===== src/design/ev_charge_pilot_state_machine_macros.svh =====
// Assertion macros shared by the pilot state machine RTL.
`ifndef EV_CHARGE_PILOT_STATE_MACHINE_MACROS_SVH
`define EV_CHARGE_PILOT_STATE_MACHINE_MACROS_SVH

`ifndef SYNTHESIS
`define ECP_ASSERT(label, clk, rst, prop) \
   label: assert property (@(posedge clk) disable iff (rst) prop) \
      else $error("pilot state machine check failed");
`define ECP_ASSERT_ALWAYS(label, clk, prop) \
   label: assert property (@(posedge clk) prop) \
      else $error("pilot state machine check failed");
`else
`define ECP_ASSERT(label, clk, rst, prop)
`define ECP_ASSERT_ALWAYS(label, clk, prop)
`endif

`endif


===== src/design/ecp_pkg.sv =====
package ecp_pkg;

   localparam int unsigned DIODE_ERROR_LIMIT = 100;
   localparam int unsigned DIODE_CNT_W       = 7;
   localparam int unsigned CSR_INDEX_W       = 4;
   localparam int unsigned CSR_DATA_W        = 16;

   localparam logic [15:0] ERROR_HOLDOFF_RESET   = 16'd30000;
   localparam logic [15:0] RESTART_HOLDOFF_RESET = 16'd5000;

   localparam logic [9:0]  DUTY_FULL        = 10'd1000;
   localparam logic [11:0] DUTY_MIN         = 12'd80;
   localparam logic [11:0] DUTY_MAX         = 12'd1000;
   localparam logic [16:0] DUTY_SPLIT_MA    = 17'd51000;
   localparam logic [10:0] DUTY_HIGH_OFFSET = 11'd640;
   // floor(x/15) for x < 2^14 and floor(x/125) for x < 2^16, exact
   localparam logic [14:0] DIV15_MUL    = 15'd17477;
   localparam int unsigned DIV15_SHIFT  = 18;
   localparam logic [16:0] DIV125_MUL   = 17'd67109;
   localparam int unsigned DIV125_SHIFT = 23;

   localparam logic signed [15:0] V1_LIMIT_MV   = -16'sd10000;
   localparam logic signed [16:0] VDIFF_LIMIT_MV = 17'sd2000;

   localparam logic [2:0] LED_STEADY  = 3'd0;
   localparam logic [2:0] LED_BLINK2  = 3'd2;
   localparam logic [2:0] LED_BLINK3  = 3'd3;
   localparam logic [2:0] LED_BLINK4  = 3'd4;
   localparam logic [2:0] LED_BLINK5  = 3'd5;
   localparam logic [2:0] LED_BREATHE = 3'd6;

   typedef enum logic [2:0] {
      ST_A  = 3'd0,
      ST_B  = 3'd1,
      ST_C  = 3'd2,
      ST_D  = 3'd3,
      ST_EF = 3'd4
   } pilot_type;

   typedef enum logic [CSR_INDEX_W-1:0] {
      CSR_ERROR_HOLDOFF   = 4'd0,
      CSR_RESTART_HOLDOFF = 4'd1
   } csr_index_type;

   typedef struct packed {
      logic [31:0]        now_ms;
      logic               pe_error;
      logic               dc_leak_error;
      logic               contactor_error;
      logic               jumper_invalid;
      logic               cp_usable;
      logic [15:0]        cp_resistance;
      logic [16:0]        max_current_ma;
      logic signed [15:0] vcp1_negative_mv;
      logic signed [15:0] vcp2_negative_mv;
      logic               measurement_settling;
      logic               phase_switch_busy;
   } item_type;

   typedef struct packed {
      pilot_type              pilot;
      logic [DIODE_CNT_W-1:0] diode_cnt;
      logic [31:0]            err_time;
      logic                   err_valid;
      logic [31:0]            chg_time;
      logic                   chg_valid;
      logic [2:0]             led;
      logic [9:0]             duty;
      logic                   contactor;
   } state_type;

   localparam state_type STATE_RESET = '{
      pilot:     ST_A,
      diode_cnt: '0,
      err_time:  '0,
      err_valid: 1'b0,
      chg_time:  '0,
      chg_valid: 1'b0,
      led:       LED_STEADY,
      duty:      DUTY_FULL,
      contactor: 1'b0
   };

   typedef struct packed {
      logic [15:0] error_holdoff;
      logic [15:0] restart_holdoff;
   } cfg_type;

   typedef struct packed {
      logic [2:0] pilot_state_out;
      logic [9:0] duty_permille;
      logic       contactor_on;
      logic [2:0] led_pattern;
      logic       diode_fault;
   } result_type;

   typedef struct packed {
      logic [15:0] to_a;
      logic [15:0] to_b;
      logic [15:0] to_c;
      logic [15:0] to_d;
   } thresh_type;

   function automatic thresh_type pilot_thresh(pilot_type p);
      thresh_type t;
      case (p)
         ST_A:    t = '{to_a: 16'd9000,  to_b: 16'd1790, to_c: 16'd300, to_d: 16'd150};
         ST_B:    t = '{to_a: 16'd11000, to_b: 16'd1611, to_c: 16'd300, to_d: 16'd150};
         ST_C:    t = '{to_a: 16'd10000, to_b: 16'd1969, to_c: 16'd270, to_d: 16'd150};
         ST_D:    t = '{to_a: 16'd10000, to_b: 16'd1790, to_c: 16'd330, to_d: 16'd135};
         default: t = '{to_a: 16'd10000, to_b: 16'd1790, to_c: 16'd300, to_d: 16'd165};
      endcase
      return t;
   endfunction

endpackage


===== src/design/ecp_if.sv =====
interface ecp_req_if;
   logic               valid;
   logic               ready;
   logic [31:0]        now_ms;
   logic               pe_error;
   logic               dc_leak_error;
   logic               contactor_error;
   logic               jumper_invalid;
   logic               cp_usable;
   logic [15:0]        cp_resistance;
   logic [16:0]        max_current_ma;
   logic signed [15:0] vcp1_negative_mv;
   logic signed [15:0] vcp2_negative_mv;
   logic               measurement_settling;
   logic               phase_switch_busy;

   modport source (
      output valid, now_ms, pe_error, dc_leak_error, contactor_error, jumper_invalid,
             cp_usable, cp_resistance, max_current_ma, vcp1_negative_mv,
             vcp2_negative_mv, measurement_settling, phase_switch_busy,
      input  ready
   );
   modport sink (
      input  valid, now_ms, pe_error, dc_leak_error, contactor_error, jumper_invalid,
             cp_usable, cp_resistance, max_current_ma, vcp1_negative_mv,
             vcp2_negative_mv, measurement_settling, phase_switch_busy,
      output ready
   );
endinterface

interface ecp_rsp_if;
   logic       valid;
   logic       ready;
   logic [2:0] pilot_state_out;
   logic [9:0] duty_permille;
   logic       contactor_on;
   logic [2:0] led_pattern;
   logic       diode_fault;

   modport source (
      output valid, pilot_state_out, duty_permille, contactor_on, led_pattern,
             diode_fault,
      input  ready
   );
   modport sink (
      input  valid, pilot_state_out, duty_permille, contactor_on, led_pattern,
             diode_fault,
      output ready
   );
endinterface

interface ecp_csr_if;
   logic                               valid;
   logic                               ready;
   logic [ecp_pkg::CSR_INDEX_W-1:0]    index;
   logic [ecp_pkg::CSR_DATA_W-1:0]     data;

   modport source (output valid, index, data, input ready);
   modport sink (input valid, index, data, output ready);
endinterface


===== src/design/ecp_duty.sv =====
module ecp_duty (
   input  logic [16:0] max_current_ma,
   output logic [9:0]  duty
);
   import ecp_pkg::*;

   logic [14:0] quarter;
   logic [29:0] prod60;
   logic [11:0] q60;
   logic [15:0] half;
   logic [32:0] prod250;
   logic [9:0]  q250;
   logic [11:0] raw;

   assign quarter = max_current_ma[16:2];
   assign prod60  = 30'(quarter) * 30'(DIV15_MUL);
   assign q60     = prod60[DIV15_SHIFT +: 12];
   assign half    = max_current_ma[16:1];
   assign prod250 = 33'(half) * 33'(DIV125_MUL);
   assign q250    = prod250[DIV125_SHIFT +: 10];

   always_comb begin
      if (max_current_ma <= DUTY_SPLIT_MA) begin
         raw = q60;
      end else begin
         raw = 12'(11'(q250) + DUTY_HIGH_OFFSET);
      end
      if (max_current_ma == 17'd0) begin
         duty = DUTY_FULL;
      end else if (raw < DUTY_MIN) begin
         duty = 10'(DUTY_MIN);
      end else if (raw > DUTY_MAX) begin
         duty = 10'(DUTY_MAX);
      end else begin
         duty = raw[9:0];
      end
   end
endmodule


===== src/design/ecp_step.sv =====
module ecp_step (
   input  ecp_pkg::state_type st,
   input  ecp_pkg::item_type  item,
   input  ecp_pkg::cfg_type   cfg,
   output ecp_pkg::state_type st_next
);
   import ecp_pkg::*;

   logic              [9:0] duty;
   logic signed      [16:0] vdiff;
   logic signed      [16:0] vdiff_abs;
   logic                    diode_bad;
   thresh_type              thr;

   ecp_duty u_duty (
      .max_current_ma (item.max_current_ma),
      .duty           (duty)
   );

   assign vdiff     = {item.vcp1_negative_mv[15], item.vcp1_negative_mv}
                    - {item.vcp2_negative_mv[15], item.vcp2_negative_mv};
   assign vdiff_abs = (vdiff < 0) ? -vdiff : vdiff;
   assign thr       = pilot_thresh(st.pilot);

   assign diode_bad = (st.pilot == ST_B || st.pilot == ST_C)
                   && item.vcp1_negative_mv != 16'sd0
                   && item.vcp2_negative_mv != 16'sd0
                   && (item.vcp1_negative_mv > V1_LIMIT_MV || vdiff_abs > VDIFF_LIMIT_MV)
                   && item.cp_usable
                   && item.max_current_ma != 17'd0
                   && !item.phase_switch_busy;

   always_comb begin
      state_type   s;
      logic        go;
      logic        hold;
      logic        blocked;
      pilot_type   tgt;
      pilot_type   cur;
      logic [31:0] since_err;
      logic [31:0] since_chg;

      s         = st;
      go        = 1'b0;
      hold      = 1'b0;
      blocked   = 1'b0;
      tgt       = ST_A;
      cur       = st.pilot;
      since_err = '0;
      since_chg = '0;

      if (item.pe_error) begin
         s.led = LED_BLINK4;
         go    = 1'b1;
         tgt   = ST_EF;
      end else if (item.dc_leak_error) begin
         s.led = LED_BLINK3;
         go    = 1'b1;
         tgt   = ST_EF;
      end else if (item.contactor_error) begin
         s.led = LED_BLINK4;
         go    = 1'b1;
         tgt   = ST_EF;
      end else if (item.jumper_invalid) begin
         s.led = LED_BLINK2;
         go    = 1'b1;
         tgt   = ST_EF;
      end else if (diode_bad) begin
         if (item.measurement_settling) begin
            hold = 1'b1;
         end else if (st.pilot == ST_B || st.diode_cnt >= DIODE_CNT_W'(DIODE_ERROR_LIMIT)) begin
            s.diode_cnt = DIODE_CNT_W'(DIODE_ERROR_LIMIT);
            s.led       = LED_BLINK5;
            s.pilot     = ST_B;
         end else begin
            s.diode_cnt = st.diode_cnt + 1'b1;
         end
      end else if (item.measurement_settling) begin
         hold = 1'b1;
      end else begin
         if (st.diode_cnt != '0) begin
            s.diode_cnt = st.diode_cnt - 1'b1;
            if (s.diode_cnt == '0) begin
               s.led = LED_STEADY;
            end else begin
               hold = 1'b1;
            end
         end
         if (!hold && item.phase_switch_busy) begin
            hold = 1'b1;
         end
         if (!hold && item.cp_usable) begin
            go = 1'b1;
            if (item.cp_resistance > thr.to_a) begin
               tgt = ST_A;
            end else if (item.cp_resistance > thr.to_b) begin
               tgt = ST_B;
            end else if (item.cp_resistance > thr.to_c) begin
               tgt = (item.max_current_ma == 17'd0) ? ST_B : ST_C;
            end else if (item.cp_resistance > thr.to_d) begin
               s.led = LED_BLINK5;
               tgt   = ST_D;
            end else begin
               s.led = LED_BLINK5;
               tgt   = ST_EF;
            end
         end
      end

      if (go && tgt != s.pilot) begin
         cur = s.pilot;
         if ((cur == ST_D && !s.err_valid) || cur == ST_EF) begin
            s.err_time  = item.now_ms;
            s.err_valid = 1'b1;
         end
         since_err = item.now_ms - s.err_time;
         if (tgt == ST_C && s.err_valid) begin
            if (since_err < {16'd0, cfg.error_holdoff}) begin
               blocked = 1'b1;
            end else begin
               s.err_valid = 1'b0;
            end
         end
         if (!blocked) begin
            if (cur == ST_C) begin
               s.chg_time  = item.now_ms;
               s.chg_valid = 1'b1;
            end
            since_chg = item.now_ms - s.chg_time;
            if (tgt == ST_C && s.chg_valid) begin
               if (since_chg < {16'd0, cfg.restart_holdoff}) begin
                  blocked = 1'b1;
               end else begin
                  s.chg_valid = 1'b0;
               end
            end
         end
         if (!blocked) begin
            if (tgt == ST_A || tgt == ST_B) begin
               s.led = LED_STEADY;
            end
            if (tgt == ST_A || tgt == ST_D || tgt == ST_EF) begin
               s.diode_cnt = '0;
            end
            s.pilot = tgt;
         end
      end

      if (!hold) begin
         case (s.pilot)
            ST_B: begin
               s.duty      = duty;
               s.contactor = 1'b0;
            end
            ST_C: begin
               s.duty      = duty;
               s.contactor = 1'b1;
               s.led       = LED_BREATHE;
            end
            default: begin
               s.duty      = DUTY_FULL;
               s.contactor = 1'b0;
            end
         endcase
      end

      st_next = s;
   end
endmodule


===== src/design/ev_charge_pilot_state_machine.sv =====
// Control-pilot state machine for an AC charging point. Each request transaction is one
// tick: fault flags, pilot measurements and the offered current go in, and exactly one
// response transaction comes back with the pilot state, PWM duty in per mille, contactor
// enable, LED pattern and diode fault flag as they stand after that tick. Sustained rate
// is one tick per clock unless responses stall. A tick's response is registered: the
// request register feeds the next-state logic, which loads the state and response
// registers together. A stalled response stops the state update and the request side
// fills one register deep before ready drops. Holdoff registers are written through the
// csr channel, by the user only while no tick is in flight; the block does not check.
`include "ev_charge_pilot_state_machine_macros.svh"

module ev_charge_pilot_state_machine (
   input logic        clock,
   input logic        reset,
   ecp_req_if.sink    req_chan,
   ecp_rsp_if.source  rsp_chan,
   ecp_csr_if.sink    csr_chan
);
   import ecp_pkg::*;

   item_type   item_ff;
   logic       in_valid_ff;
   logic       rsp_valid_ff;
   result_type rsp_ff;
   result_type rsp_in;
   state_type  st_ff;
   state_type  st_in;
   cfg_type    cfg_ff;
   item_type   req_item;
   logic       advance;

   ecp_step u_step (
      .st      (st_ff),
      .item    (item_ff),
      .cfg     (cfg_ff),
      .st_next (st_in)
   );

   assign req_item = '{
      now_ms:               req_chan.now_ms,
      pe_error:             req_chan.pe_error,
      dc_leak_error:        req_chan.dc_leak_error,
      contactor_error:      req_chan.contactor_error,
      jumper_invalid:       req_chan.jumper_invalid,
      cp_usable:            req_chan.cp_usable,
      cp_resistance:        req_chan.cp_resistance,
      max_current_ma:       req_chan.max_current_ma,
      vcp1_negative_mv:     req_chan.vcp1_negative_mv,
      vcp2_negative_mv:     req_chan.vcp2_negative_mv,
      measurement_settling: req_chan.measurement_settling,
      phase_switch_busy:    req_chan.phase_switch_busy
   };

   assign advance        = in_valid_ff && (!rsp_valid_ff || rsp_chan.ready);
   assign req_chan.ready = !in_valid_ff || advance;
   assign csr_chan.ready = 1'b1;

   assign rsp_in = '{
      pilot_state_out: st_in.pilot,
      duty_permille:   st_in.duty,
      contactor_on:    st_in.contactor,
      led_pattern:     st_in.led,
      diode_fault:     st_in.diode_cnt != '0
   };

   always_ff @(posedge clock) begin
      if (reset) begin
         in_valid_ff            <= 1'b0;
         rsp_valid_ff           <= 1'b0;
         st_ff                  <= STATE_RESET;
         cfg_ff.error_holdoff   <= ERROR_HOLDOFF_RESET;
         cfg_ff.restart_holdoff <= RESTART_HOLDOFF_RESET;
      end else begin
         if (req_chan.ready) begin
            in_valid_ff <= req_chan.valid;
         end
         if (advance) begin
            rsp_valid_ff <= 1'b1;
            st_ff        <= st_in;
         end else if (rsp_chan.ready) begin
            rsp_valid_ff <= 1'b0;
         end
         if (csr_chan.valid) begin
            case (csr_index_type'(csr_chan.index))
               CSR_ERROR_HOLDOFF:   cfg_ff.error_holdoff   <= csr_chan.data;
               CSR_RESTART_HOLDOFF: cfg_ff.restart_holdoff <= csr_chan.data;
               default: ;
            endcase
         end
      end
   end

   always_ff @(posedge clock) begin
      if (req_chan.valid && req_chan.ready) begin
         item_ff <= req_item;
      end
      if (advance) begin
         rsp_ff <= rsp_in;
      end
   end

   assign rsp_chan.valid           = rsp_valid_ff;
   assign rsp_chan.pilot_state_out = rsp_ff.pilot_state_out;
   assign rsp_chan.duty_permille   = rsp_ff.duty_permille;
   assign rsp_chan.contactor_on    = rsp_ff.contactor_on;
   assign rsp_chan.led_pattern     = rsp_ff.led_pattern;
   assign rsp_chan.diode_fault     = rsp_ff.diode_fault;

   `ECP_ASSERT(a_state_hold, clock, reset, !advance |=> $stable(st_ff))
   `ECP_ASSERT(a_rsp_after_tick, clock, reset, advance |=> rsp_valid_ff)
   `ECP_ASSERT(a_contactor_only_c, clock, reset, st_ff.contactor |-> st_ff.pilot == ST_C)
   `ECP_ASSERT(a_diode_limit, clock, reset, st_ff.diode_cnt <= DIODE_CNT_W'(DIODE_ERROR_LIMIT))
   `ECP_ASSERT_ALWAYS(a_reset_empty, clock, reset |=> !rsp_valid_ff && !in_valid_ff)

endmodule


===== src/flat_wrapper.sv =====
// flat-port wrapper written by rule: the top's interface ports become plain ports
module ev_charge_pilot_state_machine_flat import ecp_pkg::*;
  (clock, reset, req_chan_valid, req_chan_now_ms, req_chan_pe_error, req_chan_dc_leak_error, req_chan_contactor_error, req_chan_jumper_invalid, req_chan_cp_usable, req_chan_cp_resistance, req_chan_max_current_ma, req_chan_vcp1_negative_mv, req_chan_vcp2_negative_mv, req_chan_measurement_settling, req_chan_phase_switch_busy, req_chan_ready, rsp_chan_valid, rsp_chan_pilot_state_out, rsp_chan_duty_permille, rsp_chan_contactor_on, rsp_chan_led_pattern, rsp_chan_diode_fault, rsp_chan_ready, csr_chan_valid, csr_chan_index, csr_chan_data, csr_chan_ready);
  ecp_req_if req_chan_i ();
  ecp_rsp_if rsp_chan_i ();
  ecp_csr_if csr_chan_i ();
  input logic clock;
  input logic reset;
  input wire logic [$bits(req_chan_i.valid)-1:0] req_chan_valid;
  input wire logic [$bits(req_chan_i.now_ms)-1:0] req_chan_now_ms;
  input wire logic [$bits(req_chan_i.pe_error)-1:0] req_chan_pe_error;
  input wire logic [$bits(req_chan_i.dc_leak_error)-1:0] req_chan_dc_leak_error;
  input wire logic [$bits(req_chan_i.contactor_error)-1:0] req_chan_contactor_error;
  input wire logic [$bits(req_chan_i.jumper_invalid)-1:0] req_chan_jumper_invalid;
  input wire logic [$bits(req_chan_i.cp_usable)-1:0] req_chan_cp_usable;
  input wire logic [$bits(req_chan_i.cp_resistance)-1:0] req_chan_cp_resistance;
  input wire logic [$bits(req_chan_i.max_current_ma)-1:0] req_chan_max_current_ma;
  input wire logic [$bits(req_chan_i.vcp1_negative_mv)-1:0] req_chan_vcp1_negative_mv;
  input wire logic [$bits(req_chan_i.vcp2_negative_mv)-1:0] req_chan_vcp2_negative_mv;
  input wire logic [$bits(req_chan_i.measurement_settling)-1:0] req_chan_measurement_settling;
  input wire logic [$bits(req_chan_i.phase_switch_busy)-1:0] req_chan_phase_switch_busy;
  output wire logic [$bits(req_chan_i.ready)-1:0] req_chan_ready;
  output wire logic [$bits(rsp_chan_i.valid)-1:0] rsp_chan_valid;
  output wire logic [$bits(rsp_chan_i.pilot_state_out)-1:0] rsp_chan_pilot_state_out;
  output wire logic [$bits(rsp_chan_i.duty_permille)-1:0] rsp_chan_duty_permille;
  output wire logic [$bits(rsp_chan_i.contactor_on)-1:0] rsp_chan_contactor_on;
  output wire logic [$bits(rsp_chan_i.led_pattern)-1:0] rsp_chan_led_pattern;
  output wire logic [$bits(rsp_chan_i.diode_fault)-1:0] rsp_chan_diode_fault;
  input wire logic [$bits(rsp_chan_i.ready)-1:0] rsp_chan_ready;
  input wire logic [$bits(csr_chan_i.valid)-1:0] csr_chan_valid;
  input wire logic [$bits(csr_chan_i.index)-1:0] csr_chan_index;
  input wire logic [$bits(csr_chan_i.data)-1:0] csr_chan_data;
  output wire logic [$bits(csr_chan_i.ready)-1:0] csr_chan_ready;
  assign req_chan_i.valid = req_chan_valid;
  assign req_chan_i.now_ms = req_chan_now_ms;
  assign req_chan_i.pe_error = req_chan_pe_error;
  assign req_chan_i.dc_leak_error = req_chan_dc_leak_error;
  assign req_chan_i.contactor_error = req_chan_contactor_error;
  assign req_chan_i.jumper_invalid = req_chan_jumper_invalid;
  assign req_chan_i.cp_usable = req_chan_cp_usable;
  assign req_chan_i.cp_resistance = req_chan_cp_resistance;
  assign req_chan_i.max_current_ma = req_chan_max_current_ma;
  assign req_chan_i.vcp1_negative_mv = req_chan_vcp1_negative_mv;
  assign req_chan_i.vcp2_negative_mv = req_chan_vcp2_negative_mv;
  assign req_chan_i.measurement_settling = req_chan_measurement_settling;
  assign req_chan_i.phase_switch_busy = req_chan_phase_switch_busy;
  assign req_chan_ready = req_chan_i.ready;
  assign rsp_chan_valid = rsp_chan_i.valid;
  assign rsp_chan_pilot_state_out = rsp_chan_i.pilot_state_out;
  assign rsp_chan_duty_permille = rsp_chan_i.duty_permille;
  assign rsp_chan_contactor_on = rsp_chan_i.contactor_on;
  assign rsp_chan_led_pattern = rsp_chan_i.led_pattern;
  assign rsp_chan_diode_fault = rsp_chan_i.diode_fault;
  assign rsp_chan_i.ready = rsp_chan_ready;
  assign csr_chan_i.valid = csr_chan_valid;
  assign csr_chan_i.index = csr_chan_index;
  assign csr_chan_i.data = csr_chan_data;
  assign csr_chan_ready = csr_chan_i.ready;
  ev_charge_pilot_state_machine u_core (.clock(clock), .reset(reset), .req_chan(req_chan_i), .rsp_chan(rsp_chan_i), .csr_chan(csr_chan_i));
endmodule

===== config.mk =====
export PLATFORM = sky130hd
export DESIGN_NAME = ev_charge_pilot_state_machine_flat
export DESIGN_NICKNAME = d
export VERILOG_FILES = /design/src/design/ecp_pkg.sv /design/src/design/ecp_if.sv /design/src/design/ecp_duty.sv /design/src/design/ecp_step.sv /design/src/design/ev_charge_pilot_state_machine.sv /design/src/flat_wrapper.sv
export VERILOG_INCLUDE_DIRS = /design/src /design/src/design
export SDC_FILE = /design/constraint.sdc
export NUM_CORES = 1
export LEC_CHECK = 0
export ABC_AREA = 1
export BUFFER_PORTS_ARGS = -buffer_cell sky130_fd_sc_hd__buf_2
export CAP_MARGIN = 25
export CORE_ASPECT_RATIO = 1.5
export CORE_MARGIN = 2
export CORE_UTILIZATION = 55
export CTS_BUF_LIST = sky130_fd_sc_hd__clkbuf_4
export CTS_CLUSTER_DIAMETER = 50
export DETAILED_ROUTE_END_ITERATION = 7
export GPL_ROUTABILITY_DRIVEN = 1
export PLACE_DENSITY = 0.73
export SLEW_MARGIN = 20
export SYNTH_ARGS = -nofsm -noshare
export SYNTH_HDL_FRONTEND = slang
export SYNTH_SLANG_ARGS = --single-unit

===== constraint.sdc =====
create_clock -name clock -period 10.6 [get_ports clock]
set_input_delay 0.53 -clock clock [delete_from_list [all_inputs] [get_ports clock]]
set_output_delay 0.53 -clock clock [all_outputs]
set_load 0.03 [all_outputs]

==> summary.md <==
| Metric | Value |
|---|---|
| Status | finished, final reports clean |
| Arr. time, crit path | roughly 8.5 ns |
| Port bufs | between 100 and 150 |
| Post-Syn Area | 22800 um^2 |
| Number of global-route vias before repair | around 22000 |
| Clock Tree Buf Depth | 3 |
| H-Tree Depth | 3 |
| Setup TNS | 0 ns |
| Row count | 91 |
| Most used cell, CP | nand2_1 |
| CP max stage delay | about 0.53 ns |
| Max-cap viol count | 0 |
| Initial antenna violation count | 2 |
| Post-CTS Repair Setup Buffers | 0 |
| Detailed-route wire length | 63100 um |
| RSZ-0062 raised after global routing | no |
| Yosys reg bits | between 200 and 250 |
| Tot Pwr | around 3800 uW |
| Layout cells sized above 1 | 0.0992 |
| Required @ worst endpoint | roughly 11 ns |
| # IOs | 150 |
| DR WL met2 | about 33000 um |
| Slew Limit Headroom | 0.351 |
| Fmax | around 120 MHz |
| Area grow syn2layout | 13.9% |
| TritonRoute pass-1 iters | 8 |
| Static Leak | between 0.01 and 0.015 uW |
| Initial Utilization | 0.556 |
| Clk pin slew, worst setup/hold paths | approximately 0.060 ns |
| Total gr overflow | 0 |
| Placeable Area | approximately 40000 um^2 |
| Vias | between 20000 and 25000 |
| HPWL Detailed | 48900 um |
| Remaining antenna violation count after routing | 0 |
| Met1 wire length | 23500 um |
| VDD IR max | ~0.11 mV |
| Cells after synthesis | between 2000 and 3000 |
| TritonCTS Sinks | ~250 |
| Final hold violation count | 0 |
| EDFF count, synth | between 100 and 150 |
| Critical path class | register to register |
| Min-delay src | csr_chan_data[3] |
| Largest net degree at the start of global routing | between 90 and 100 |
| Slew Limit Fails | 0 |
| Worst min-delay path category | input pin to register |
| Period Utilization, post-route | 0.758 |
| Wire length on met3 | ~2500 um |
| Post-route minimum period | ~8.0 ns |
| First-pass GRT wire length | roughly 100000 um |
| Final setup fails | 0 |
| GRT Util Overall | 0.296 |
| Startpoint Class | register |
| Distinct cells, synth | 65 |
| Clk root buf | clkbuf_4 |
| CTS buffer count | 68 |
| # DRC | 0 |
| Yosys warning count | 0 |
| DIE AREA | around 43000 um^2 |
| Syn Area/Cell | ~7.6 um^2 |
| Top sig layer | met4 |
| Async set-reset flop share out of synthesis | 0 |
| TritonCTS clock tree | built |
| Worst-Skew Late Latency | roughly 0.76 ns |
| GP Congestion | between 0.9 and 1 |
| Final setup skew | between 0.06 and 0.07 ns |
| Sequential fraction of the synthesis area | 0.270 |
| Layout net count | between 3000 and 4000 |
| Syn nets | about 3500 |
| Drt via density | 5.56 |
| Iteration-0 DRC Markers | ~1100 |
| Ys flop type | dfxtp_1 |
| Slowest-stage cell, CP | fa_1 |
| WL per Instance | 16.5 um |
| Horiz. Die Dim | roughly 170 um |
| Crit end category | register |
| Crit-path max FO | 49 |
| Pwr/cell area | between 100 and 150 nW/um^2 |
| Chip Height | 253 um |
| Crit Reg-Reg Startpoint | u_core.item_ff[2] |
| Slew at the pin with the worst max-slew slack | around 0.97 ns |
| Launch point of the worst path | u_core.item_ff[2] |
==> worst max-delay path, delay by kind of cell (launching register included) <==
family / cells / cell delay (ns)
AND/OR/NAND/NOR: 34 / 3.17
AO/OA/AOI/OAI: 8 / 1.32
flip-flops: 1 / 0.40
buffers and inverters: 6 / 0.91
adder cells (fa/ha/maj): 6 / 1.81
XOR/XNOR: 1 / 0.16
==> synthesized netlist by cell type, drive strengths merged, types with 37 or more instances <==
cell	number	area share
ha	365	0.20
nand4	58	0.017
dfxtp	124	0.11
edfxtp	122	0.16
fa	61	0.054
nand2	539	0.092
xor2	37	0.014
o21ai	216	0.048
nand3	162	0.037
a21oi	292	0.065
clkbuf	42	0.0069
inv	513	0.085
nor2	222	0.038
nor3	38	0.0083
==> registers in the layout, summed over array words and instances, names as in the netlist <==
signal / flops
u_core.in_valid_ff: 1
u_core.rsp_chan.diode_fault: 1
u_core.cfg_ff: 32
u_core.rsp_chan.pilot_state_out: 3
u_core.rsp_chan.duty_permille: 10
u_core.rsp_chan.valid: 1
u_core.st_ff: 90
u_core.item_ff: 104
u_core.rsp_chan.led_pattern: 3
u_core.rsp_chan.contactor_on: 1
==> routing by layer <==
metal,GRT usage,up-vias
li1,-,10600
met3,0.0435,232
met1,0.301,9878
met2,0.561,555
met4,0.182,0
met5,0,-
==> what timing repair did <==
action                    CTS  global route
hold endpoints to repair  104             0
gates resized for setup     0             0
hold buffers              104             0
==> kinds of logic (layout without fill, tap and decap cells) <==
kind of cell | Yosys count | in the layout | share of synthesized area
compound gates | 605 | 605 | 0.146
simple gates | 1044 | 1044 | 0.200
flops | 246 | 246 | 0.270
fa+ha+maj | 426 | 426 | 0.254
other cells | 1 | 3 | 0.000165
xor+xnor | 62 | 62 | 0.0238
buf+inv | 576 | 901 | 0.0965
mux | 21 | 21 | 0.00922
==> placed cells by master, fill, tap and decap left out, drive strengths merged, types with 5 or more instances in the layout <==
master,n
o21ai,216
dlygate4sd3,104
a21boi,5
clkinv,26
nand2,539
nor4,13
nor2,222
nor3,38
o21bai,9
a21o,8
nand4,58
or2,5
nand3,162
dfxtp,124
o221ai,7
inv,513
ha,365
buf,157
xor2,37
edfxtp,122
mux2i,21
a31oi,7
a211oi,13
a21oi,292
xnor2,25
o211ai,15
clkbuf,98
o21a,10
fa,61
==> power breakdown <==
part / switching (uW) / internal [uW] / leakage [uW]
clock: 448 / 479 / 0.000540
combinational: 1070 / 664 / 0.0104
sequential: 56.6 / 1060 / 0.00219
==> path summary, 6_finish.rpt <==
check | slack (ns) | end | depth (start not counted)
worst max-delay path | 2.57 | u_core.rsp_chan.duty_permille[8] | 55
worst max register to register | 2.57 | u_core.rsp_chan.duty_permille[8] | 55
worst min register to register | 0.45 | u_core.st_ff[61] | 2
worst min-delay path | 0.06 | u_core.cfg_ff[3] | 3
==> stage by stage <==
| step | cell area (um^2) | hold WS (ns) | setup WS [ns] | utilization | cells |
|---|---|---|---|---|---|
| floorplan | 22800 | 0.427 | 3.69 | - | 2981 |
| global placement | 24000 | 0.434 | 2.88 | 0.585 | 3588 |
| detailed placement | 24000 | 0.443 | 2.65 | 0.585 | 3589 |
| CTS | 25900 | 0.00222 | 2.58 | 0.633 | 3817 |
| global route | 26000 | 0.0271 | 1.59 | 0.633 | 3819 |
| finish | 26000 | 0.0579 | 2.57 | 0.633 | 3819 |
==> cell type report <==
type                            count  area, um^2
Timing Repair Buffer              261        1870
Tap cell                          511         639
Fill cell                        3635       15000
Clock inverter                     26         173
Clock buffer                       98         736
Multi-Input combinational cell   2159       14400
Antenna cell                        2        5.00
Inverter                          516        1940
Sequential cell                   246        6150
No activity file was read; power rests on OpenSTA's default activity.
